[src/rtl/core/assert_macros.svh]
// Assertion macros used by the console engine top level.
// Holds only macro definitions; no dependencies.
`ifndef ASSERT_MACROS_SVH
`define ASSERT_MACROS_SVH

// Same-cycle implication, checked while out of reset.
`define ASSERT_IMPLIES(label, clk, rst_n, ante, cons, msg) \
    label: assert property (@(posedge clk) disable iff (!rst_n) (ante) |-> (cons)) \
        else $error(msg);

// Next-cycle implication, checked while out of reset.
`define ASSERT_NEXT(label, clk, rst_n, ante, cons, msg) \
    label: assert property (@(posedge clk) disable iff (!rst_n) (ante) |=> (cons)) \
        else $error(msg);

`endif

[src/rtl/core/tccs_pkg.sv]
// Shared types, codes and reset constants of the text console cursor scroller.
// No dependencies; every other RTL module imports this package.
package tccs_pkg;

    localparam int QUEUE_DEPTH_DEF = 2;
    localparam int CFG_INDEX_W     = 3;
    localparam int CFG_DATA_W      = 10;

    localparam logic [1:0] CMD_PUT = 2'd0;
    localparam logic [1:0] CMD_SET = 2'd1;
    localparam logic [1:0] CMD_CLS = 2'd2;

    localparam logic [2:0] ACT_ROLL   = 3'd0;
    localparam logic [2:0] ACT_BAND   = 3'd1;
    localparam logic [2:0] ACT_GLYPH  = 3'd2;
    localparam logic [2:0] ACT_FLASH  = 3'd3;
    localparam logic [2:0] ACT_CLS    = 3'd4;
    localparam logic [2:0] ACT_REPORT = 3'd5;

    localparam logic [7:0] CHR_BEL = 8'h07;
    localparam logic [7:0] CHR_BS  = 8'h08;
    localparam logic [7:0] CHR_LF  = 8'h0A;
    localparam logic [7:0] CHR_CR  = 8'h0D;

    localparam logic [CFG_INDEX_W-1:0] REG_LCD_WIDTH    = 3'd0;
    localparam logic [CFG_INDEX_W-1:0] REG_LCD_HEIGHT   = 3'd1;
    localparam logic [CFG_INDEX_W-1:0] REG_GLYPH_HEIGHT = 3'd2;
    localparam logic [CFG_INDEX_W-1:0] REG_GLYPH_WIDTH  = 3'd3;
    localparam logic [CFG_INDEX_W-1:0] REG_MAX_COL      = 3'd4;
    localparam logic [CFG_INDEX_W-1:0] REG_MAX_ROW      = 3'd5;

    localparam logic [9:0] RST_LCD_WIDTH    = 10'd320;
    localparam logic [9:0] RST_LCD_HEIGHT   = 10'd128;
    localparam logic [4:0] RST_GLYPH_HEIGHT = 5'd8;
    localparam logic [3:0] RST_GLYPH_WIDTH  = 4'd6;
    localparam logic [7:0] RST_MAX_COL      = 8'd53;
    localparam logic [7:0] RST_MAX_ROW      = 8'd16;

    typedef struct packed {
        logic [9:0] lcd_width;
        logic [9:0] lcd_height;
        logic [4:0] glyph_height;
        logic [3:0] glyph_width;
        logic [7:0] max_col;
        logic [7:0] max_row;
    } cfg_t;

    typedef enum logic [2:0] {
        OP_NOP,
        OP_FLASH,
        OP_GLYPH,
        OP_SET,
        OP_BACK,
        OP_NEWLINE,
        OP_CR,
        OP_CLS
    } op_kind_t;

    typedef struct packed {
        op_kind_t   kind;
        logic [7:0] code;
        logic [7:0] row;
        logic [7:0] col;
    } op_t;

    typedef struct packed {
        logic full;
        logic empty;
    } queue_status_t;

    typedef struct packed {
        logic [2:0]  action;
        logic [15:0] pos_x;
        logic [10:0] pos_y;
        logic [9:0]  area_width;
        logic [4:0]  area_height;
        logic [7:0]  glyph_code;
        logic [9:0]  roll_value;
        logic [7:0]  report_row;
        logic [7:0]  report_col;
        logic        last;
    } res_t;

    typedef enum logic [3:0] {
        ST_IDLE,
        ST_SCROLL,
        ST_PROD,
        ST_PLACE,
        ST_GLYPH,
        ST_FLASH,
        ST_CLS,
        ST_CLS_ROLL,
        ST_REPORT
    } back_state_t;

endpackage

[src/rtl/core/text_console_cursor_scroller_unit.sv]
// Top level of the text console cursor scroller: configuration registers and the
// front end, queue and executor. Depends on tccs_pkg and assert_macros.svh.
//
// Commands (put character, set cursor, clear screen) come in on the cmd channel and
// each produces one to four display actions on the res channel, the final one a
// cursor report with last set. A command is classified on entry and queued, so new
// commands are taken while earlier ones are still being carried out. The executor
// issues at most one action per cycle, held by res stalls. A bell, clear screen or
// unwrapped printable gives its actions before the report; a cursor move (set cursor,
// backspace, newline, carriage return, wrapping character) adds roll and band if it
// scrolls and a glyph after a wrap. Configuration is written through cfg_we, cfg_index
// and cfg_data; the user must write it only while idle; the block does not enforce it.
`include "assert_macros.svh"

module text_console_cursor_scroller_unit
    import tccs_pkg::*;
#(
    parameter int QUEUE_DEPTH = QUEUE_DEPTH_DEF
)
(
    input  logic                   clk,
    input  logic                   rst_n,
    input  logic                   cfg_we,
    input  logic [CFG_INDEX_W-1:0] cfg_index,
    input  logic [CFG_DATA_W-1:0]  cfg_data,
    input  logic                   cmd_valid,
    output logic                   cmd_ready,
    input  logic [1:0]             cmd,
    input  logic [7:0]             char_code,
    input  logic [7:0]             target_row,
    input  logic [7:0]             target_col,
    output logic                   res_valid,
    input  logic                   res_ready,
    output logic [2:0]             action,
    output logic [15:0]            pos_x,
    output logic [10:0]            pos_y,
    output logic [9:0]             area_width,
    output logic [4:0]             area_height,
    output logic [7:0]             glyph_code,
    output logic [9:0]             roll_value,
    output logic [7:0]             report_row,
    output logic [7:0]             report_col,
    output logic                   last
);

    cfg_t          cfg_reg;
    cfg_t          cfg_next;
    queue_status_t q_status;
    logic          push;
    op_t           push_op;
    logic          q_pop;
    op_t           q_op;
    res_t          res;

    always_comb
    begin
        cfg_next = cfg_reg;
        if (cfg_we)
        begin
            unique case (cfg_index)
                REG_LCD_WIDTH:    cfg_next.lcd_width    = cfg_data[9:0];
                REG_LCD_HEIGHT:   cfg_next.lcd_height   = {cfg_data[9:1], 1'b0};
                REG_GLYPH_HEIGHT: cfg_next.glyph_height = cfg_data[4:0];
                REG_GLYPH_WIDTH:  cfg_next.glyph_width  = cfg_data[3:0];
                REG_MAX_COL:      cfg_next.max_col      = cfg_data[7:0];
                REG_MAX_ROW:      cfg_next.max_row      = cfg_data[7:0];
                default:          cfg_next              = cfg_reg;
            endcase
        end
    end

    always_ff @(posedge clk or negedge rst_n)
    begin
        if (!rst_n)
        begin
            cfg_reg.lcd_width    <= RST_LCD_WIDTH;
            cfg_reg.lcd_height   <= RST_LCD_HEIGHT;
            cfg_reg.glyph_height <= RST_GLYPH_HEIGHT;
            cfg_reg.glyph_width  <= RST_GLYPH_WIDTH;
            cfg_reg.max_col      <= RST_MAX_COL;
            cfg_reg.max_row      <= RST_MAX_ROW;
        end
        else
        begin
            cfg_reg <= cfg_next;
        end
    end

    tccs_front u_front (
        .cmd_valid  (cmd_valid),
        .cmd_ready  (cmd_ready),
        .cmd        (cmd),
        .char_code  (char_code),
        .target_row (target_row),
        .target_col (target_col),
        .q_status   (q_status),
        .push       (push),
        .push_op    (push_op)
    );

    tccs_queue #(
        .DEPTH (QUEUE_DEPTH)
    ) u_queue (
        .clk     (clk),
        .rst_n   (rst_n),
        .push    (push),
        .push_op (push_op),
        .pop     (q_pop),
        .head_op (q_op),
        .status  (q_status)
    );

    tccs_back u_back (
        .clk       (clk),
        .rst_n     (rst_n),
        .cfg       (cfg_reg),
        .q_op      (q_op),
        .q_status  (q_status),
        .q_pop     (q_pop),
        .res_valid (res_valid),
        .res_ready (res_ready),
        .res       (res)
    );

    assign action      = res.action;
    assign pos_x       = res.pos_x;
    assign pos_y       = res.pos_y;
    assign area_width  = res.area_width;
    assign area_height = res.area_height;
    assign glyph_code  = res.glyph_code;
    assign roll_value  = res.roll_value;
    assign report_row  = res.report_row;
    assign report_col  = res.report_col;
    assign last        = res.last;

    `ASSERT_IMPLIES(a_last_only_on_report, clk, rst_n, res_valid,
        last == (action == ACT_REPORT), "last does not match cursor report")
    `ASSERT_NEXT(a_accept_fills_queue, clk, rst_n, cmd_valid && cmd_ready,
        !q_status.empty, "accepted command missing from queue")
    `ASSERT_IMPLIES(a_height_even, clk, rst_n, 1'b1,
        cfg_reg.lcd_height[0] == 1'b0, "display height register is odd")

endmodule

[src/rtl/core/tccs_front.sv]
// Command front end: input handshake and classification into queue operations.
// Depends on tccs_pkg.
module tccs_front
    import tccs_pkg::*;
(
    input  logic          cmd_valid,
    output logic          cmd_ready,
    input  logic [1:0]    cmd,
    input  logic [7:0]    char_code,
    input  logic [7:0]    target_row,
    input  logic [7:0]    target_col,
    input  queue_status_t q_status,
    output logic          push,
    output op_t           push_op
);

    assign cmd_ready = !q_status.full;
    assign push      = cmd_valid && !q_status.full;

    always_comb
    begin
        push_op      = '0;
        push_op.code = char_code;
        push_op.row  = target_row;
        push_op.col  = target_col;
        unique case (cmd)
            CMD_PUT:
            begin
                unique case (char_code)
                    CHR_BEL: push_op.kind = OP_FLASH;
                    CHR_BS:  push_op.kind = OP_BACK;
                    CHR_LF:  push_op.kind = OP_NEWLINE;
                    CHR_CR:  push_op.kind = OP_CR;
                    default: push_op.kind = OP_GLYPH;
                endcase
            end
            CMD_SET: push_op.kind = OP_SET;
            CMD_CLS: push_op.kind = OP_CLS;
            default: push_op.kind = OP_NOP;
        endcase
    end

endmodule

[src/rtl/core/tccs_queue.sv]
// Short operation queue between the command front end and the executor.
// Depends on tccs_pkg for the operation type.
module tccs_queue
    import tccs_pkg::*;
#(
    parameter int DEPTH = QUEUE_DEPTH_DEF
)
(
    input  logic          clk,
    input  logic          rst_n,
    input  logic          push,
    input  op_t           push_op,
    input  logic          pop,
    output op_t           head_op,
    output queue_status_t status
);

    localparam int PTR_W = (DEPTH > 1) ? $clog2(DEPTH) : 1;
    localparam int CNT_W = $clog2(DEPTH + 1);
    localparam logic [PTR_W-1:0] LAST_PTR = PTR_W'(DEPTH - 1);
    localparam logic [CNT_W-1:0] FULL_CNT = CNT_W'(DEPTH);

    op_t              entry_reg [DEPTH];
    logic [PTR_W-1:0] wr_ptr_reg;
    logic [PTR_W-1:0] wr_ptr_next;
    logic [PTR_W-1:0] rd_ptr_reg;
    logic [PTR_W-1:0] rd_ptr_next;
    logic [CNT_W-1:0] count_reg;
    logic [CNT_W-1:0] count_next;
    logic             do_push;
    logic             do_pop;

    assign status.full  = (count_reg == FULL_CNT);
    assign status.empty = (count_reg == '0);
    assign do_push      = push && !status.full;
    assign do_pop       = pop && !status.empty;
    assign head_op      = entry_reg[rd_ptr_reg];

    always_comb
    begin
        wr_ptr_next = wr_ptr_reg;
        rd_ptr_next = rd_ptr_reg;
        count_next  = count_reg;
        if (do_push)
        begin
            wr_ptr_next = (wr_ptr_reg == LAST_PTR) ? '0 : wr_ptr_reg + 1'b1;
        end
        if (do_pop)
        begin
            rd_ptr_next = (rd_ptr_reg == LAST_PTR) ? '0 : rd_ptr_reg + 1'b1;
        end
        if (do_push && !do_pop)
        begin
            count_next = count_reg + 1'b1;
        end
        else if (do_pop && !do_push)
        begin
            count_next = count_reg - 1'b1;
        end
    end

    always_ff @(posedge clk or negedge rst_n)
    begin
        if (!rst_n)
        begin
            wr_ptr_reg <= '0;
            rd_ptr_reg <= '0;
            count_reg  <= '0;
        end
        else
        begin
            wr_ptr_reg <= wr_ptr_next;
            rd_ptr_reg <= rd_ptr_next;
            count_reg  <= count_next;
        end
    end

    always_ff @(posedge clk)
    begin
        if (do_push)
        begin
            entry_reg[wr_ptr_reg] <= push_op;
        end
    end

endmodule

[src/rtl/core/tccs_back.sv]
// Executor: cursor, roll and pixel state, the action sequencer and the result register.
// Depends on tccs_pkg.
module tccs_back
    import tccs_pkg::*;
(
    input  logic          clk,
    input  logic          rst_n,
    input  cfg_t          cfg,
    input  op_t           q_op,
    input  queue_status_t q_status,
    output logic          q_pop,
    output logic          res_valid,
    input  logic          res_ready,
    output res_t          res
);

    back_state_t state_reg;
    back_state_t state_next;
    op_kind_t    kind_reg;
    op_kind_t    kind_next;
    logic [7:0]  code_reg;
    logic [7:0]  code_next;
    logic [7:0]  mv_row_reg;
    logic [7:0]  mv_row_next;
    logic [7:0]  mv_col_reg;
    logic [7:0]  mv_col_next;
    logic [15:0] x_prod_reg;
    logic [15:0] x_prod_next;
    logic [15:0] y_prod_reg;
    logic [15:0] y_prod_next;
    logic        band_reg;
    logic        band_next;
    logic [7:0]  row_reg;
    logic [7:0]  row_next;
    logic [7:0]  col_reg;
    logic [7:0]  col_next;
    logic [9:0]  roll_reg;
    logic [9:0]  roll_next;
    logic [15:0] px_x_reg;
    logic [15:0] px_x_next;
    logic [10:0] px_y_reg;
    logic [10:0] px_y_next;
    logic        out_valid_reg;
    logic        out_valid_next;
    res_t        out_reg;
    res_t        out_next;

    logic        slot_free;
    logic        emit;
    res_t        emit_res;
    logic        can_take;
    back_state_t disp_state;
    logic [7:0]  disp_row;
    logic [7:0]  disp_col;
    logic        wrap_x;
    logic        row_low;
    logic        row_out;
    logic [11:0] roll_dn;
    logic [11:0] roll_up;
    logic [9:0]  new_roll;
    logic [15:0] col_m1;
    logic [15:0] row_m1;
    logic [15:0] place_x;
    logic [15:0] y_sum;
    logic [15:0] place_y;
    logic [15:0] adv_x;

    assign res_valid = out_valid_reg;
    assign res       = out_reg;
    assign slot_free = !out_valid_reg || res_ready;

    assign wrap_x = (cfg.lcd_width != '0)
                 && (px_x_reg == 16'(cfg.lcd_width - 10'd1));

    always_comb
    begin
        disp_row   = row_reg;
        disp_col   = col_reg;
        disp_state = ST_SCROLL;
        unique case (q_op.kind)
            OP_NOP:   disp_state = ST_REPORT;
            OP_FLASH: disp_state = ST_FLASH;
            OP_CLS:   disp_state = ST_CLS;
            OP_SET:
            begin
                disp_row = q_op.row;
                disp_col = q_op.col;
            end
            OP_BACK:
            begin
                if (col_reg > 8'd1)
                begin
                    disp_col = col_reg - 8'd1;
                end
                else
                begin
                    disp_row = row_reg - 8'd1;
                    disp_col = cfg.max_col;
                end
            end
            OP_NEWLINE:
            begin
                disp_row = row_reg + 8'd1;
                disp_col = 8'd1;
            end
            OP_CR: disp_col = 8'd1;
            OP_GLYPH:
            begin
                if (wrap_x)
                begin
                    disp_row = row_reg + 8'd1;
                    disp_col = 8'd1;
                end
                else
                begin
                    disp_state = ST_GLYPH;
                end
            end
        endcase
    end

    // The roll moves by one glyph height and wraps around the display height.
    always_comb
    begin
        row_low = (mv_row_reg == '0);
        row_out = row_low || (mv_row_reg > cfg.max_row);
        roll_dn = {2'b00, roll_reg} - {7'd0, cfg.glyph_height};
        if (roll_dn[11])
        begin
            roll_dn = roll_dn + {2'b00, cfg.lcd_height};
        end
        roll_up = {2'b00, roll_reg} + {7'd0, cfg.glyph_height};
        if (roll_up >= {2'b00, cfg.lcd_height})
        begin
            roll_up = roll_up - {2'b00, cfg.lcd_height};
        end
        new_roll = row_low ? roll_dn[9:0] : roll_up[9:0];
    end

    always_comb
    begin
        col_m1  = 16'(mv_col_reg) - 16'd1;
        row_m1  = 16'(mv_row_reg) - 16'd1;
        place_x = x_prod_reg;
        if (place_x == 16'(cfg.lcd_width))
        begin
            place_x = place_x - 16'd1;
        end
        y_sum   = y_prod_reg + 16'(roll_reg);
        place_y = y_sum;
        if (y_sum >= 16'(cfg.lcd_height))
        begin
            place_y = y_sum - 16'(cfg.lcd_height);
        end
        adv_x = px_x_reg + 16'(cfg.glyph_width);
        if (adv_x == 16'(cfg.lcd_width))
        begin
            adv_x = adv_x - 16'd1;
        end
    end

    always_comb
    begin
        state_next  = state_reg;
        kind_next   = kind_reg;
        code_next   = code_reg;
        mv_row_next = mv_row_reg;
        mv_col_next = mv_col_reg;
        x_prod_next = x_prod_reg;
        y_prod_next = y_prod_reg;
        band_next   = band_reg;
        row_next    = row_reg;
        col_next    = col_reg;
        roll_next   = roll_reg;
        px_x_next   = px_x_reg;
        px_y_next   = px_y_reg;
        emit        = 1'b0;
        emit_res    = '0;
        can_take    = 1'b0;

        unique case (state_reg)
            ST_IDLE: can_take = 1'b1;
            ST_SCROLL:
            begin
                if (row_out)
                begin
                    emit                = 1'b1;
                    emit_res.action     = ACT_ROLL;
                    emit_res.roll_value = new_roll;
                    if (slot_free)
                    begin
                        roll_next   = new_roll;
                        mv_row_next = row_low ? 8'd1 : cfg.max_row;
                        band_next   = 1'b1;
                        state_next  = ST_PROD;
                    end
                end
                else
                begin
                    band_next  = 1'b0;
                    state_next = ST_PROD;
                end
            end
            ST_PROD:
            begin
                x_prod_next = col_m1 * 16'(cfg.glyph_width);
                y_prod_next = row_m1 * 16'(cfg.glyph_height);
                state_next  = ST_PLACE;
            end
            ST_PLACE:
            begin
                emit                 = band_reg;
                emit_res.action      = ACT_BAND;
                emit_res.pos_x       = place_x;
                emit_res.pos_y       = place_y[10:0];
                emit_res.area_width  = cfg.lcd_width;
                emit_res.area_height = cfg.glyph_height;
                if (!band_reg || slot_free)
                begin
                    row_next   = mv_row_reg;
                    col_next   = mv_col_reg;
                    px_x_next  = place_x;
                    px_y_next  = place_y[10:0];
                    state_next = (kind_reg == OP_GLYPH) ? ST_GLYPH : ST_REPORT;
                end
            end
            ST_GLYPH:
            begin
                emit                 = 1'b1;
                emit_res.action      = ACT_GLYPH;
                emit_res.pos_x       = px_x_reg;
                emit_res.pos_y       = px_y_reg;
                emit_res.area_width  = {6'd0, cfg.glyph_width};
                emit_res.area_height = cfg.glyph_height;
                emit_res.glyph_code  = code_reg;
                if (slot_free)
                begin
                    px_x_next  = adv_x;
                    col_next   = col_reg + 8'd1;
                    state_next = ST_REPORT;
                end
            end
            ST_FLASH:
            begin
                emit            = 1'b1;
                emit_res.action = ACT_FLASH;
                if (slot_free)
                begin
                    state_next = ST_REPORT;
                end
            end
            ST_CLS:
            begin
                emit            = 1'b1;
                emit_res.action = ACT_CLS;
                if (slot_free)
                begin
                    row_next   = 8'd1;
                    col_next   = 8'd1;
                    roll_next  = '0;
                    px_x_next  = '0;
                    px_y_next  = '0;
                    state_next = ST_CLS_ROLL;
                end
            end
            ST_CLS_ROLL:
            begin
                emit            = 1'b1;
                emit_res.action = ACT_ROLL;
                if (slot_free)
                begin
                    state_next = ST_REPORT;
                end
            end
            ST_REPORT:
            begin
                emit                = 1'b1;
                emit_res.action     = ACT_REPORT;
                emit_res.pos_x      = px_x_reg;
                emit_res.pos_y      = px_y_reg;
                emit_res.report_row = row_reg;
                emit_res.report_col = col_reg;
                emit_res.last       = 1'b1;
                if (slot_free)
                begin
                    can_take   = 1'b1;
                    state_next = ST_IDLE;
                end
            end
            default: state_next = ST_IDLE;
        endcase

        q_pop = can_take && !q_status.empty;
        if (q_pop)
        begin
            state_next  = disp_state;
            kind_next   = q_op.kind;
            code_next   = q_op.code;
            mv_row_next = disp_row;
            mv_col_next = disp_col;
        end
    end

    always_comb
    begin
        out_valid_next = out_valid_reg;
        out_next       = out_reg;
        if (emit && slot_free)
        begin
            out_valid_next = 1'b1;
            out_next       = emit_res;
        end
        else if (res_ready)
        begin
            out_valid_next = 1'b0;
        end
    end

    always_ff @(posedge clk or negedge rst_n)
    begin
        if (!rst_n)
        begin
            state_reg     <= ST_IDLE;
            band_reg      <= 1'b0;
            row_reg       <= 8'd1;
            col_reg       <= 8'd1;
            roll_reg      <= '0;
            px_x_reg      <= '0;
            px_y_reg      <= '0;
            out_valid_reg <= 1'b0;
        end
        else
        begin
            state_reg     <= state_next;
            band_reg      <= band_next;
            row_reg       <= row_next;
            col_reg       <= col_next;
            roll_reg      <= roll_next;
            px_x_reg      <= px_x_next;
            px_y_reg      <= px_y_next;
            out_valid_reg <= out_valid_next;
        end
    end

    always_ff @(posedge clk)
    begin
        kind_reg   <= kind_next;
        code_reg   <= code_next;
        mv_row_reg <= mv_row_next;
        mv_col_reg <= mv_col_next;
        x_prod_reg <= x_prod_next;
        y_prod_reg <= y_prod_next;
        out_reg    <= out_next;
    end

endmodule

[config.mk]
export PLATFORM = sky130hd
export DESIGN_NAME = text_console_cursor_scroller_unit
export DESIGN_NICKNAME = d
export VERILOG_FILES = /design/src/rtl/core/tccs_pkg.sv /design/src/rtl/core/text_console_cursor_scroller_unit.sv /design/src/rtl/core/tccs_front.sv /design/src/rtl/core/tccs_queue.sv /design/src/rtl/core/tccs_back.sv
export VERILOG_INCLUDE_DIRS = /design/src /design/src/rtl/core
export SDC_FILE = /design/constraint.sdc
export NUM_CORES = 1
export LEC_CHECK = 0
export BUFFER_PORTS_ARGS = -buffer_cell sky130_fd_sc_hd__buf_2
export CORE_MARGIN = 10
export CORE_UTILIZATION = 40
export CTS_CLUSTER_DIAMETER = 60
export CTS_CLUSTER_SIZE = 16
export DETAILED_ROUTE_END_ITERATION = 6
export MAX_ROUTING_LAYER = met4
export PLACE_DENSITY_LB_ADDON = 0.2
export SETUP_SLACK_MARGIN = 0.15
export SLEW_MARGIN = 25
export SYNTH_ARGS = -nofsm -noshare
export SYNTH_HDL_FRONTEND = slang
export SYNTH_SLANG_ARGS = --single-unit
[constraint.sdc]
create_clock -name clk -period 11.68 [get_ports clk]
set_clock_uncertainty 0.2 [all_clocks]
set_input_delay 2.92 -clock clk [delete_from_list [all_inputs] [get_ports clk]]
set_output_delay 2.92 -clock clk [all_outputs]
set_load 0.02 [all_outputs]
== Word level (Yosys, flattened, before mapping) ==
Memories as Yosys holds them, arrays and structs flattened.
Index checks and enable logic that the tools add are counted.

* Input port bits: 44
* Memories kept: 1
* Flip-flop bits (word level): 246
* Output and inout bits: 82
* Logic and storage cells: 217
* RAM bits: 54

{| class="wikitable"
|+ Memory list
! name !! depth !! bits a word !! rd ports !! clocked after memory_dff !! write ports !! line !! text
|-
| u_queue.entry_reg || 2 || 27 || 1 || 0 || 1 || tccs_queue.sv:23 || <nowiki>op_t entry_reg [DEPTH];</nowiki>
|}

* Multipliers: 2
* Equal/unequal tests: 43
* Add/sub/neg operators: 20
* Reductions and logical operators: 49
* Multiplexer cells: 65
* Magnitude comparators: 4

{| class="wikitable"
|+ Operators by type and width
! kind !! count
|-
| 8-bit 2-to-1 mux || 13
|-
| 16-bit 2-to-1 mux || 5
|-
| 8-bit case mux with 4 select lines || 2
|-
| 10-bit 2-to-1 mux || 6
|-
| 27-bit case mux with 2 select lines || 1
|-
| 16-bit case mux with 3 select lines || 1
|-
| 11-bit 2-to-1 mux || 3
|-
| 16-bit by 10-bit equality test with 1-bit output || 2
|-
| 4-bit 2-to-1 mux || 8
|-
| 16-bit by 1-bit subtractor with 16-bit output, second input constant || 2
|-
| 15-bit case mux with 2 select lines || 1
|-
| 4-bit case mux with 7 select lines || 1
|-
| 8-bit by 4-bit equality test with 1-bit output, second input constant || 3
|-
| 8-bit case mux with 3 select lines || 1
|-
| 11-bit case mux with 2 select lines || 1
|-
| 10-bit case mux with 2 select lines || 1
|-
| 3-bit equality test, second input constant || 6
|-
| 8-bit by 1-bit subtractor with 9-bit output, second input constant || 2
|-
| 16-bit by 10-bit adder with 16-bit output || 1
|-
| 16-bit by 4-bit adder with 16-bit output || 1
|-
| 8-bit by 1-bit adder with 8-bit output, second input constant || 2
|-
| 16-bit equality test || 1
|-
| 4-bit by 3-bit equality test with 1-bit output, second input constant || 4
|-
| 16-bit by 10-bit >= comparator with 1-bit output || 1
|-
| 55 further kinds || 114
|}

== Logic depth before layout (Yosys ltp) ==
Gate-level depths: netlist of the first run.

* Depth after elaboration: 9
* Mapped depth: 20
* Mapped depth without buffers: 18

== Modules after synthesis ==
Synthesis of the first run repeated with hierarchy kept, for this count alone.

* Cells, all modules: 2118
* Area, all modules: 21081.5 µm²

{| class="wikitable"
|+ By module, submodules not included
! module !! instances !! area each (µm²) !! sequential area each (µm²) !! cells each
|-
| tccs_back || 1 || 16717.3 || 5562.8 || 1873
|-
| tccs_queue || 1 || 2244.7 || 1721.7 || 103
|-
| text_console_cursor_scroller_unit || 1 || 1788.0 || 1114.8 || 98
|-
| tccs_front || 1 || 331.6 || 0.0 || 44
|}

== Least setup slack after synthesis of the first run ==
Ideal clock, no wire load.

* Kind: in2reg
* Start: in res_ready
* End: reg u_back.out_reg (netlist bit u_back.res[0]) (enable)
* Buffers on the path: 1
* Required time: 10.961 ns
* Stages: 3
* Arrival: 6.469 ns
* Setup time: 0.519 ns
* Setup slack: 4.492 ns
* Cell sequence: nor2b_1 clkbuf_1 nor2_1

* Word-level cells in the longest chain between the ends: 2

{| class="wikitable"
|+ Ends and longest elaborated chain
! what !! line !! text
|-
| start, declared || text_console_cursor_scroller_unit.sv:33 || <nowiki>input logic res_ready,</nowiki>
|-
| 1-bit logical OR || tccs_back.sv:70 || <nowiki>assign slot_free = !out_valid_reg || res_ready;</nowiki>
|-
| 1-bit logical AND || tccs_back.sv:308 || <nowiki>if (emit && slot_free)</nowiki>
|-
| end signal, assigned || tccs_back.sv:353 || <nowiki>out_reg <= out_next;</nowiki>
|-
| end, declared || tccs_back.sv:45 || <nowiki>res_t out_reg;</nowiki>
|}

Every way passes these cells.
A chain may end at the register's enable or synchronous reset.

== Worst setup path in the final report of the first run ==
* Start: reg u_back.mv_row_reg[0]
* End: reg u_back.y_prod_reg[15] (data pin)

* Word-level cells in the longest chain between the ends: 2

{| class="wikitable"
|+ Ends and longest elaborated chain
! what !! line !! text
|-
| start, declared || tccs_back.sv:23 || <nowiki>logic [7:0] mv_row_reg;</nowiki>
|-
| start signal, assigned || tccs_back.sv:349 || <nowiki>mv_row_reg <= mv_row_next;</nowiki>
|-
| 8-bit by 1-bit subtractor with 9-bit output || tccs_back.sv:143 || <nowiki>row_m1 = 16'(mv_row_reg) - 16'd1;</nowiki>
|-
| 16-bit by 5-bit multiplier with 16-bit output || tccs_back.sv:207 || <nowiki>y_prod_next = row_m1 * 16'(cfg.glyph_height);</nowiki>
|-
| end signal, assigned || tccs_back.sv:352 || <nowiki>y_prod_reg <= y_prod_next;</nowiki>
|-
| end, declared || tccs_back.sv:29 || <nowiki>logic [15:0] y_prod_reg;</nowiki>
|}

Every way passes these cells.

==> reports/summary.md, run 1 <==
Total power of the final layout: 0.00783 W. The logs give 16534 for the via total after detailed routing and 0.0207 sq mm for the netlist area before placement. In this run the worst hold path is classified as flip-flop to flip-flop. Registers are responsible for 27.6% of the overall power. The slack of the worst reg-to-reg path was 5.84 ns.

Clock tree synthesis found a total of 300 sinks. The clock reaches the later pin of the worst-skew pair after 0.57 ns. Before antenna repair, the detailed router went through 7 iterations. Routed wire length: 62.1 mm. The global-route wire length before repair is 96.6 mm, and the die footprint is 0.0614 sq mm.

The core region is 0.0513 sq mm. Starting density of the core: 40.4%. The H-tree generated during clock tree synthesis spans 2 levels. The first routing iteration left 1367 violations.

Number of buffers inserted during clock tree synthesis: 35. The tree is rooted in a sky130_fd_sc_hd__clkbuf_16. The worst path arrival time came out at 5.94 ns.

Each instance of the synthesized netlist takes up on average 9.88 sq um. In the synthesized netlist, the cells that appear most often are sky130_fd_sc_hd__edfxtp_1 (193), sky130_fd_sc_hd__nand2_1 (174), sky130_fd_sc_hd__nor2_1 (159), sky130_fd_sc_hd__inv_1 (158), sky130_fd_sc_hd__o21ai_0 (129). For the initial antenna violation count, the log shows 3. After clock tree synthesis, the clock-pin slew on the worst setup and hold paths is 0.07 ns.

Distinct cell type count after synthesis: 97. The tools report the remaining routing DRC violations as 0. Across every metal layer, demand over resource in global routing totals 20.7%.

Yosys printed 0 warnings. The startpoint class of the critical path was a flip-flop. The signal on the critical path passes through inv_1 > ha_1 > or3b_2 > or3_1 > or3_1 > nor2_1 > fa_1 > fa_1 > inv_1 > fa_1 > inv_1 > ha_1 > and3_1 > a211oi_1 > nor3b_1 > nor3_1 > xnor2_1. The overall overflow remaining after global route was 0. The maximum fanout encountered on the critical timing path is 7. The number of nets in the synthesized netlist is 2308. Final critical delay including setup and external delays: 5.84 ns. The worst path uses 50.0% of the clock period. After synthesis the netlist holds a flip-flop and latch count of 300. The critical path capture point type was a flip-flop. The cell type with the highest aggregate area in the netlist was sky130_fd_sc_hd__edfxtp_1. Once the clock tree was built, the setup fixing pass inserted 0 buffers. The logs give 16484 for the number of global-route vias before repair and 3 for the maximum buffer depth of the clock tree. Adding up every negative setup slack in the final design gives 0 ns. The sequential element share of the synthesized area came out at 40.9%.

Data on the critical path is required at its endpoint by 11.79 ns. In this run the power spent charging and discharging nets is 0.00373 W. The count of nets left with antenna violations once routing finished came out at 0. Most used standard cell by instance count after synthesis: sky130_fd_sc_hd__edfxtp_1.

The run gives 0 as the final-report max-slew violation count. In the synthesized netlist, the number of instances is 2100. Relative to the synthesized area, the layout overhead comes to 11.7%. After legalization and detailed placement, the total HPWL measured 46.8 mm. The run finished with clean final reports.

The tools report the setup-violating endpoint count in the final report as 0. 126 I/O pins were placed. The clock network is responsible for 14.2% of the overall power.

In this run the biggest area consumer among cell types represents 27.9% of the synthesized area. The tools report the count of hold buffers inserted by post-cts repair as 0. Setup repair after global routing left no endpoint under its margin.

The slowest stage of the critical path belongs to the cell sky130_fd_sc_hd__fa_1. Buffers placed on the I/O ports in this run total 125. After detailed routing, the average wire length per cell comes to 21.4 um. The kind of critical path was flip-flop to flip-flop. Dividing the detail-routed via count by the number of cells gives 5.70. The largest single stage delay on the critical path is 0.51 ns. The switching power as a share of total power came out at 47.6%.

The tools report the pin count of the biggest net entering global routing as 62. Based on the critical path, the design can be clocked at up to 0.171 GHz. Counting the fill cells in the layout gives 4906. Cells with a size suffix above 1 make up 14.6% of the layout. The count of final hold-check violations is 0. Main flop type after synthesis: sky130_fd_sc_hd__edfxtp_1. TritonCTS built the clock tree. The max-capacitance violation count is 0, and the power per cell area is 338 mW/mm^2. The worst pin sits at a relative slew slack of 32.4%.

Internal power comes to 0.00410 W. The die is 248 um wide. Yosys mapped a number of flops with a built-in enable equal to 193. Static leakage: 9.52 nW. In the post-synthesis netlist, the biggest area contributors are sky130_fd_sc_hd__edfxtp_1 (28%), sky130_fd_sc_hd__dfrtp_1 (11%), sky130_fd_sc_hd__ha_1 (6.3%). For this run, asynchronously set or reset flops after synthesis account for 35.7%. The die height works out to 248 um. After clock tree synthesis, the repair step resized 0 gates. The net total in the final layout is 2398. The register with the most flip-flops in the layout has 80 of them. The floorplan has 83 rows.

The transition time at the pin with the least slew margin was 1.01 ns. The logs give 58.1% for the share of power burned in combinational logic and 0.203 mV for the worst-case vdd ir drop. Routability-driven placement finished with a final weighted congestion of 0.913.
## metal layers
metal / vias to the layer above / track usage, % / share of wire, %
li1: 7771 / - / -
met1: 8076 / 26.9 / 44
met2: 579 / 32.5 / 46
met3: 108 / 3.70 / 6.9
met4: 0 / 6.44 / 2.8
met5: - / - / 0
## through the flow
| step | area, sq um | hold slack, ns | setup slack, ns | utilization, % | std cells |
|---|---|---|---|---|---|
| after floorplan | 20700 | 0.248 | 4.49 | - | 2100 |
| after CTS | 23200 | 0.281 | 5.81 | 45.1 | 2897 |
| after global routing | 23200 | 0.309 | 5.47 | 45.2 | 2899 |
| final | 23200 | 0.281 | 5.84 | 45.2 | 2900 |
| after detailed placement | 22000 | 0.267 | 5.84 | 42.9 | 2833 |
| after global placement | 22000 | 0.260 | 5.93 | 42.9 | 2833 |
## power by group through the flow
stage | combinational [W] | sequential (W) | clock [W]
finish | 0.00455 | 0.00217 | 0.00111
global route | 0.00511 | 0.00222 | 0.00118
CTS | 0.00455 | 0.00216 | 0.00114
detailed placement | 0.00452 | 0.00218 | 0
global placement | 0.00447 | 0.00218 | 0
floorplan | 0.00334 | 0.00216 | 0
## layout make-up
class | instances | area, sq um | area share [%]
inverter | 163 | 612 | 2.64
clock inverter | 22 | 223 | 0.961
sequential | 300 | 8490 | 36.6
tap | 680 | 851 | 3.67
multi-input combinational | 1538 | 11200 | 48.4
antenna | 3 | 7.51 | 0.0324
clock buffer | 42 | 943 | 4.07
timing repair buffer | 152 | 831 | 3.58
## final timing paths
check	end	cells after the start	start
worst max-delay path	u_back.y_prod_reg[15]	17	u_back.mv_row_reg[0]
worst min-delay path	u_back.px_y_reg[0]	2	u_back.px_y_reg[0]
worst max register to register	u_back.y_prod_reg[15]	17	u_back.mv_row_reg[0]
worst min register to register	u_back.px_y_reg[0]	2	u_back.px_y_reg[0]
max in group asynchronous	cfg_reg[7]	2	rst_n
min in group asynchronous	u_back.px_y_reg[7]	1	rst_n
## placed cells by master, fill, tap and decap left out, types with 43 or more instances in the layout
| cell type | synthesis | final |
|---|---|---|
| sky130_fd_sc_hd__fa_1 | 59 | 59 |
| sky130_fd_sc_hd__dfrtp_1 | 94 | 94 |
| sky130_fd_sc_hd__o21ai_0 | 129 | 129 |
| sky130_fd_sc_hd__inv_1 | 158 | 158 |
| sky130_fd_sc_hd__nor3_1 | 57 | 50 |
| sky130_fd_sc_hd__mux2_2 | 45 | 45 |
| sky130_fd_sc_hd__nand3_1 | 62 | 62 |
| sky130_fd_sc_hd__buf_2 | 5 | 124 |
| sky130_fd_sc_hd__xnor2_1 | 81 | 81 |
| sky130_fd_sc_hd__edfxtp_1 | 193 | 193 |
| sky130_fd_sc_hd__nand2_1 | 174 | 174 |
| sky130_fd_sc_hd__a21oi_1 | 86 | 86 |
| sky130_fd_sc_hd__nor2_1 | 159 | 157 |
| sky130_fd_sc_hd__xor2_1 | 43 | 43 |
| sky130_fd_sc_hd__ha_1 | 105 | 105 |
## critical path: cells and delay by family (launching register included)
family,cells,cell delay (ns)
compound gates,1,0.47
buf+inv,3,0.24
flops,1,0.50
xor+xnor,1,0.08
simple gates,7,2.04
fa+ha+maj,5,2.04
## kinds of logic (layout without fill, tap and decap cells)
logic type / Yosys count / in the layout / synth area share [%]
adder cells (fa/ha/maj): 164 / 164 / 12.0
buffers and inverters: 262 / 379 / 5.24
multiplexers: 72 / 72 / 3.76
other: 0 / 3 / 0
AO/OA/AOI/OAI: 461 / 461 / 15.0
XOR/XNOR: 126 / 126 / 5.46
flip-flops: 300 / 300 / 40.9
AND/OR/NAND/NOR: 715 / 715 / 17.6
Power figures use the tool's default switching activity.
==> inputs of run 2 (changes only) <==
clock period = 5.4 ns   (was 11.68 ns; I/O delays follow)
==> run 2 against run 1 <==
  * Die area unchanged
  * Largest cell class unchanged
  * Sequential share of layout area down 0.58 points
  * First-iteration DRC count down 3.7%
==> reports/summary.md, run 2 (synthesized netlist as in run 1, its figures left out) <==
The run finished with clean final reports. The cell count of the worst reg-to-reg path came out at 16 (was 17). The final critical delay including setup and external delays was 5.14 ns (was 5.84 ns); the final-report max-slew violation count was 0 (unchanged).

The maximum buffer depth of the clock tree is 3 (unchanged). Class of the most critical hold timing path: flip-flop to flip-flop (unchanged). The routability congestion estimate is 0.894 (was 0.913), and the core region area is 0.0513 sq mm (unchanged). The tools report the share of power burned in combinational logic as 58.9% (was 58.1%). The origin of the worst min-delay path is u_back.px_y_reg[0] (unchanged). For the worst-case vdd ir drop, the log shows 0.315 mV (was 0.203 mV). The switching power as a share of total power was 47.3% (was 47.6%). Category of cells accounting for the largest share of critical-path delay: adder cells (unchanged).

The die height was 248 um (unchanged). The total buffers and inverters traversed by the critical path is 2 (was 3). The remaining routing DRC violations was 0 (unchanged).

The tools report the part of the total power dissipated in the clock network as 14.1% (was 14.2%). The all-layer global routing usage is 20.7% (about the same). The run gives 9.67 nW (was 9.52 nW) as the static leakage. The clock-pin transition on the worst setup and hold timing paths is 0.07 ns (about the same), and the average detailed-routed wire length per instance is 21.2 um (was 21.4 um).

The cell depth of the worst hold path was 2 (unchanged). The total number of cells along the worst setup path came out at 16 (was 17). Startpoint class of the critical path: a flip-flop (unchanged). Counting stages on the worst path, the most repeated cell is sky130_fd_sc_hd__fa_1. Setup repair after global routing could not meet its margin everywhere. The pin count of the biggest net entering global routing was 81 (was 62). TritonCTS built the clock tree. The logs give 0 (unchanged) for the overall overflow remaining after global route and 0.220 ns (was 5.84 ns) for the worst setup slack before clock tree synthesis. The count of hold buffers inserted by post-cts repair was 0 (unchanged); the detail-routed via count per cell was 5.67 (was 5.70).

The tools report the number of buffers inserted during clock tree synthesis as 36 (was 35). CP Cell Sequence: inv_1 > ha_2 > or3b_4 > or3_4 > or3_4 > nor2_4 > buf_4 > fa_1 > fa_1 > fa_1 > ha_2 > nand3_1 > nand2_1 > a41oi_2 > nor2b_1 > xnor2_1 (was inv_1 > ha_1 > or3b_2 > or3_1 > or3_1 > nor2_1 > fa_1 > fa_1 > inv_1 > fa_1 > inv_1 > ha_1 > and3_1 > a211oi_1 > nor3b_1 > nor3_1 > xnor2_1). The tools report the routed wire length as 62.1 mm (about the same). Setup TNS: 0 ns (unchanged).

The run gives 300 (unchanged) as the number of sinks handled by clock tree synthesis. The tools report the number of rows created at floorplan as 83 (unchanged). For the worst path arrival time, the log shows 5.25 ns (was 5.94 ns). Busiest metal layer after global routing: met2 (unchanged). The maximum fanout encountered on the critical timing path works out to 6 (was 7). The logs give 0 (unchanged) for the max-capacitance violation count and 0.0614 sq mm (unchanged) for the die footprint. The final setup slack of the worst path was 0.255 ns (was 5.84 ns); the number of nets with antenna violations after routing was 0 (unchanged). The tools report the highest achievable clock rate as 0.194 GHz (was 0.171 GHz). The via total after detailed routing is 16608 (was 16534). The tools report the beginning of the critical path as u_back.mv_row_reg[1] (was u_back.mv_row_reg[0]). The ratio of cells with drive above 1 in the final layout is 16.7% (was 14.6%), and the met1 layer usage reported by global route is 27.3% (was 26.9%). For the required time at the worst-slack endpoint, the log shows 5.51 ns (was 11.79 ns). Kind of critical path: flip-flop to flip-flop (unchanged). The critical path's largest stage delay is 0.55 ns (was 0.51 ns).

The area taken by flip-flops and latches came out at 0.00849 sq mm (unchanged). The power per cell area was 732 mW/mm^2 (was 338 mW/mm^2). The portion of total power attributed to sequential cells was 27.0% (was 27.6%); the initial antenna violation count was 3 (unchanged).

The number of optimization iterations in the first detailed-route pass is 5 (was 7), and the DRC violation total after the first TritonRoute iteration is 1316 (was 1367). The latest clock arrival within the worst-skew pair is 0.56 ns (was 0.57 ns). The critical path capture point type was a flip-flop (unchanged). The switching power of the nets was 0.00815 W (was 0.00373 W). The logs give 32.7% (was 32.5%) for the met2 demand-to-capacity share in global routing and 0.00910 W (was 0.00410 W) for the internal portion of total power.

The standard cell with the maximum stage delay on the critical path was sky130_fd_sc_hd__fa_1 (unchanged). Number of global-route vias before repair: 16354 (was 16484). The tools report the origin of the critical flop-to-flop path as u_back.mv_row_reg[1] (was u_back.mv_row_reg[0]). Net total in the final layout: 2429 (was 2398). For the number of levels the H-tree was split into, the log shows 2 (unchanged). The run gives 96.6 mm (unchanged) as the global-route wire length before repair.

The flip-flop count of the largest register, all copies and words added is 80 (unchanged), and the starting density of the core is 40.4% (unchanged). The placed wire-length estimate is 46.1 mm (was 46.8 mm). The logs give 0.0114 sq mm (was 0.0112 sq mm) for the area occupied by multi-input gates and 0 (unchanged) for the setup-violating endpoint count in the final report. For the worst slew slack as a fraction of its limit, the log shows 33.1% (was 32.4%).

Transition time at the pin with the least slew margin: 1.00 ns (was 1.01 ns). The tools report the root buffer cell as sky130_fd_sc_hd__clkbuf_16 (unchanged). The width of the die works out to 248 um (unchanged). The count of input and output buffers works out to 125 (unchanged). The number of fill cells in the layout is 4939 (was 4906), and the area growth from synthesis to layout is 13.5% (was 11.7%). The run gives 126 (unchanged) as the number of top-level pins.

For the count of final hold-check violations, the log shows 0 (unchanged). The most frequent standard cell in the layout excluding fill and tap cells was sky130_fd_sc_hd__edfxtp_1 (unchanged). The global-route met3 utilization was 3.13% (was 3.70%); the post-route fraction of the period consumed by the critical path was 95.3% (was 50.0%). The worst hold slack was 0.278 ns (was 0.281 ns). Most used cells in the layout excluding fill and tap cells: sky130_fd_sc_hd__edfxtp_1 (193), sky130_fd_sc_hd__nand2_1 (174), sky130_fd_sc_hd__inv_1 (157), sky130_fd_sc_hd__nor2_1 (153), sky130_fd_sc_hd__o21ai_0 (129) (was sky130_fd_sc_hd__edfxtp_1 (193), sky130_fd_sc_hd__nand2_1 (174), sky130_fd_sc_hd__inv_1 (158), sky130_fd_sc_hd__nor2_1 (157), sky130_fd_sc_hd__o21ai_0 (129)).
## run 2: power groups by stage
| stage | registers [W] | clock network (W) | logic (W) |
|---|---|---|---|
| finish | 0.00466 | 0.00243 | 0.0102 |
| global route | 0.00478 | 0.00258 | 0.0114 |
| CTS | 0.00465 | 0.00249 | 0.00999 |
| detailed placement | 0.00468 | 0 | 0.00991 |
| global placement | 0.00467 | 0 | 0.00978 |
| floorplan | 0.00465 | 0 | 0.00727 |
## run 2: worst reg2reg max path: cells and delay by family, from the launching register on
kind | cells | cell delay [ns]
compound gates | 1 | 0.19
xor+xnor | 1 | 0.09
fa+ha+maj | 5 | 1.98
buf+inv | 2 | 0.22
flops | 1 | 0.45
simple gates | 7 | 1.77
## run 2: repair_timing
| item | CTS | global route |
|---|---|---|
| endpoints found under the hold margin | 0 | 0 |
| resized for setup | 0 | 19 |
| buffers inserted | 0 | 8 |
| endpoints found under the setup margin | 0 | 4 |
## run 2: cell type report
cell class / instances / area share (%)
clock inverter: 21 / 0.850
clock buffer: 43 / 4.07
antenna: 1 / 0.0106
multi-input combinational: 1538 / 48.2
tap: 680 / 3.61
sequential: 300 / 36.0
inverter: 163 / 2.60
timing repair buffer: 182 / 4.59
## run 2: worst paths after layout
| kind | endpoint | slack [ns] |
|---|---|---|
| worst max-delay path | u_back.y_prod_reg[12] | 0.26 |
| worst min register to register | u_back.px_y_reg[0] | 0.28 |
| worst min-delay path | u_back.px_y_reg[0] | 0.28 |
| max in group asynchronous | u_back.row_reg[0] | 3.59 |
| min in group asynchronous | u_back.row_reg[6] | 0.56 |
| worst max register to register | u_back.y_prod_reg[12] | 0.26 |
## run 2: routing by layer
metal | vias up | routed length, um | part of all wire, %
met5 | - | 0 | 0
met1 | 8190 | 28000 | 45
met3 | 101 | 3240 | 5.2
met4 | 0 | 1690 | 2.7
li1 | 7828 | - | -
met2 | 489 | 29200 | 47
## run 2: per-stage QoR
step           util (%)  cell area, sq um  total power, W  instances
4_1_cts            45.6             23400          0.0171       2919
5_1_grt            45.9             23600          0.0187       2928
3_5_place_dp       43.3             22200          0.0146       2855
3_3_place_gp       43.3             22200          0.0145       2855
6_report           45.9             23600          0.0172       2928
2_1_floorplan         -             20800          0.0119       2100
==> inputs of run 3 (changes only) <==
CAP_MARGIN = 25   (was default)
RECOVER_POWER = 25   (was default)
==> run 3 against run 2 <==
  * The flow now finishes with violations (capacitance limit, slew limit)
  * Hold slack improved by 0.0011 ns
  * Combinational power about the same
  * Fmax is essentially flat
  * Cell count is the same
  * Critical path depth is the same
  * Count of clock-buffer cells in the layout unchanged
  * Wire length barely moved
==> reports/summary.md, run 3 (synthesized netlist as in run 1, its figures left out) <==
The number of top-level pins was 126 (unchanged). The clock-pin transition on the worst setup and hold timing paths was 0.07 ns (about the same). The critical path capture point type was a flip-flop (unchanged). For the all-layer global routing usage, the log shows 20.7% (unchanged).

Net total in the final layout: 2429 (unchanged). The number of buffers inserted during clock tree synthesis is 36 (unchanged), and the remaining routing DRC violations is 0 (unchanged). The final critical delay including setup and external delays is 5.14 ns (about the same). The root buffer cell is sky130_fd_sc_hd__clkbuf_16 (unchanged). The post-route fraction of the period consumed by the critical path was 95.2% (was 95.3%); the pin count of the biggest net entering global routing was 81 (unchanged).

The static leakage is 9.61 nW (was 9.67 nW). The area taken by flip-flops and latches came out at 0.00849 sq mm (unchanged). The power per cell area was 733 mW/mm^2 (was 732 mW/mm^2). CP Cell Sequence: inv_1 > ha_2 > or3b_4 > or3_4 > or3_4 > nor2_4 > buf_4 > fa_1 > fa_1 > fa_1 > ha_2 > nand3_1 > nand2_1 > a41oi_2 > nor2b_1 > xnor2_1 (unchanged). The setup TNS is 0 ns (unchanged), and the total power of the final layout is 0.0172 W (about the same).

Class of the most critical hold timing path: flip-flop to flip-flop (unchanged). The standard cell with the maximum stage delay on the critical path was sky130_fd_sc_hd__fa_1 (unchanged). The final-report max-slew violation count is 110 (was 0). Startpoint class of the critical path: a flip-flop (unchanged).

Internal portion of total power: 0.00909 W (was 0.00910 W). Max-capacitance violation count: 2 (was 0). The die height works out to 248 um (unchanged). The routability congestion estimate is 0.894 (unchanged), and the average detailed-routed wire length per instance is 21.2 um (about the same). Most used cells in the layout excluding fill and tap cells: sky130_fd_sc_hd__edfxtp_1 (193), sky130_fd_sc_hd__nand2_1 (174), sky130_fd_sc_hd__inv_1 (157), sky130_fd_sc_hd__nor2_1 (153), sky130_fd_sc_hd__o21ai_0 (129) (unchanged). The logs give 0 (unchanged) for the count of final hold-check violations and 0 (unchanged) for the overall overflow remaining after global route. The part of the total power dissipated in the clock network came out at 14.1% (about the same). The logs give 16616 (was 16608) for the via total after detailed routing and 3 (unchanged) for the initial antenna violation count. The maximum fanout encountered on the critical timing path works out to 6 (unchanged). The logs give 16354 (unchanged) for the number of global-route vias before repair and 0.317 mV (was 0.315 mV) for the worst-case vdd ir drop. The logs give 4950 (was 4939) for the number of fill cells in the layout and 96.6 mm (unchanged) for the global-route wire length before repair. The final reports fail on capacitance limit, slew limit.

The width of the die came out at 248 um (unchanged). The count of input and output buffers is 125 (unchanged). The switching power as a share of total power works out to 47.3% (about the same).

For the placed wire-length estimate, the log shows 46.1 mm (unchanged). The number of levels the H-tree was split into was 2 (unchanged). Setup repair after global routing could not meet its margin everywhere.

The core region area was 0.0513 sq mm (unchanged). The tools report the highest achievable clock rate as 0.195 GHz (was 0.194 GHz). The transition time at the pin with the least slew margin was 2.17 ns (was 1.00 ns). The category of cells accounting for the largest share of critical-path delay was adder cells (unchanged). The setup-violating endpoint count in the final report came out at 0 (unchanged). Area occupied by multi-input gates: 0.0114 sq mm (unchanged). Worst path arrival time: 5.25 ns (about the same). The switching power of the nets was 0.00815 W (about the same); the DRC violation total after the first TritonRoute iteration was 1308 (was 1316).

The cell repeated most along the worst path is sky130_fd_sc_hd__fa_1 (unchanged). The critical path's largest stage delay works out to 0.55 ns (about the same). The flip-flop count of the largest register, all copies and words added is 80 (unchanged), and the number of sinks handled by clock tree synthesis is 300 (unchanged). The ratio of cells with drive above 1 in the final layout works out to 15.8% (was 16.7%). The area growth from synthesis to layout works out to 13.3% (was 13.5%). The portion of total power attributed to sequential cells came out at 27.0% (about the same).

The number of optimization iterations in the first detailed-route pass came out at 5 (unchanged). The most frequent standard cell in the layout excluding fill and tap cells is sky130_fd_sc_hd__edfxtp_1 (unchanged). The required time at the worst-slack endpoint was 5.51 ns (about the same); the total buffers and inverters traversed by the critical path was 2 (unchanged). The tools report the number of nets with antenna violations after routing as 0 (unchanged).

The run finished, with violations left. The share of power burned in combinational logic came out at 58.9% (about the same). The starting density of the core is 40.4% (unchanged), and the latest clock arrival within the worst-skew pair is 0.57 ns (was 0.56 ns). The kind of critical path was flip-flop to flip-flop (unchanged). The detail-routed via count per cell came out at 5.67 (about the same). The maximum buffer depth of the clock tree is 3 (unchanged), and the number of rows created at floorplan is 83 (unchanged). TritonCTS built the clock tree. The logs give 62.1 mm (about the same) for the routed wire length and -44.5% (was 33.1%) for the worst slew slack as a fraction of its limit. Die footprint: 0.0614 sq mm (unchanged).
## run 3: worst min-delay path: cells and delay by family, from the launching register on
kind / cells / cell delay (ns)
and+or+nand+nor: 1 / 0.05
AOI/OAI and AO/OA: 1 / 0.05
DFF: 1 / 0.34
## run 3: cell type report
cell class	instances	share of cell area [%]
Tap cell	680	3.62
Timing Repair Buffer	182	4.41
Inverter	163	2.60
Clock inverter	21	0.851
Multi-Input combinational cell	1538	48.3
Sequential cell	300	36.1
Antenna cell	1	0.0106
Clock buffer	43	4.08
## run 3: power groups by stage
stage / sequential [W] / clock, W / combinational [W]
floorplan: 0.00465 / 0 / 0.00727
global placement: 0.00467 / 0 / 0.00978
detailed placement: 0.00468 / 0 / 0.00991
CTS: 0.00465 / 0.00249 / 0.00999
global route: 0.00478 / 0.00258 / 0.0114
finish: 0.00466 / 0.00242 / 0.0102
## run 3: stage by stage
| stage | hold slack, ns | util [%] | worst slack, ns | instances | area, sq um |
|---|---|---|---|---|---|
| floorplan | 0.248 | - | 0.231 | 2100 | 20800 |
| global placement | 0.262 | 43.3 | 0.278 | 2855 | 22200 |
| detailed placement | 0.267 | 43.3 | 0.220 | 2855 | 22200 |
| CTS | 0.281 | 45.6 | 0.165 | 2919 | 23400 |
| global route | 0.323 | 45.8 | 0.0387 | 2928 | 23500 |
| finish | 0.279 | 45.8 | 0.259 | 2928 | 23500 |
## run 3: path summary, 6_finish.rpt
path	start	to	slack, ns	cells after the start
setup / recovery	u_back.mv_row_reg[1]	u_back.y_prod_reg[12]	0.26	16
hold / removal	u_back.px_y_reg[0]	u_back.px_y_reg[0]	0.28	2
setup reg to reg	u_back.mv_row_reg[1]	u_back.y_prod_reg[12]	0.26	16
hold reg to reg	u_back.px_y_reg[0]	u_back.px_y_reg[0]	0.28	2
max in group asynchronous	rst_n	u_back.col_reg[5]	0.90	2
min in group asynchronous	rst_n	u_back.row_reg[6]	1.13	1
## run 3: repair_timing
item / in CTS / in global routing
hold buffers: 0 / 0
setup buffers: 0 / 8
endpoints found under the setup margin: 0 / 4
gates resized for setup: 0 / 19
## run 3: routing by layer
metal  part of all wire [%]  track usage [%]
met5                      0                -
met4                    2.7             5.97
met3                    5.0             3.13
met2                     47             32.7
met1                     45             27.3
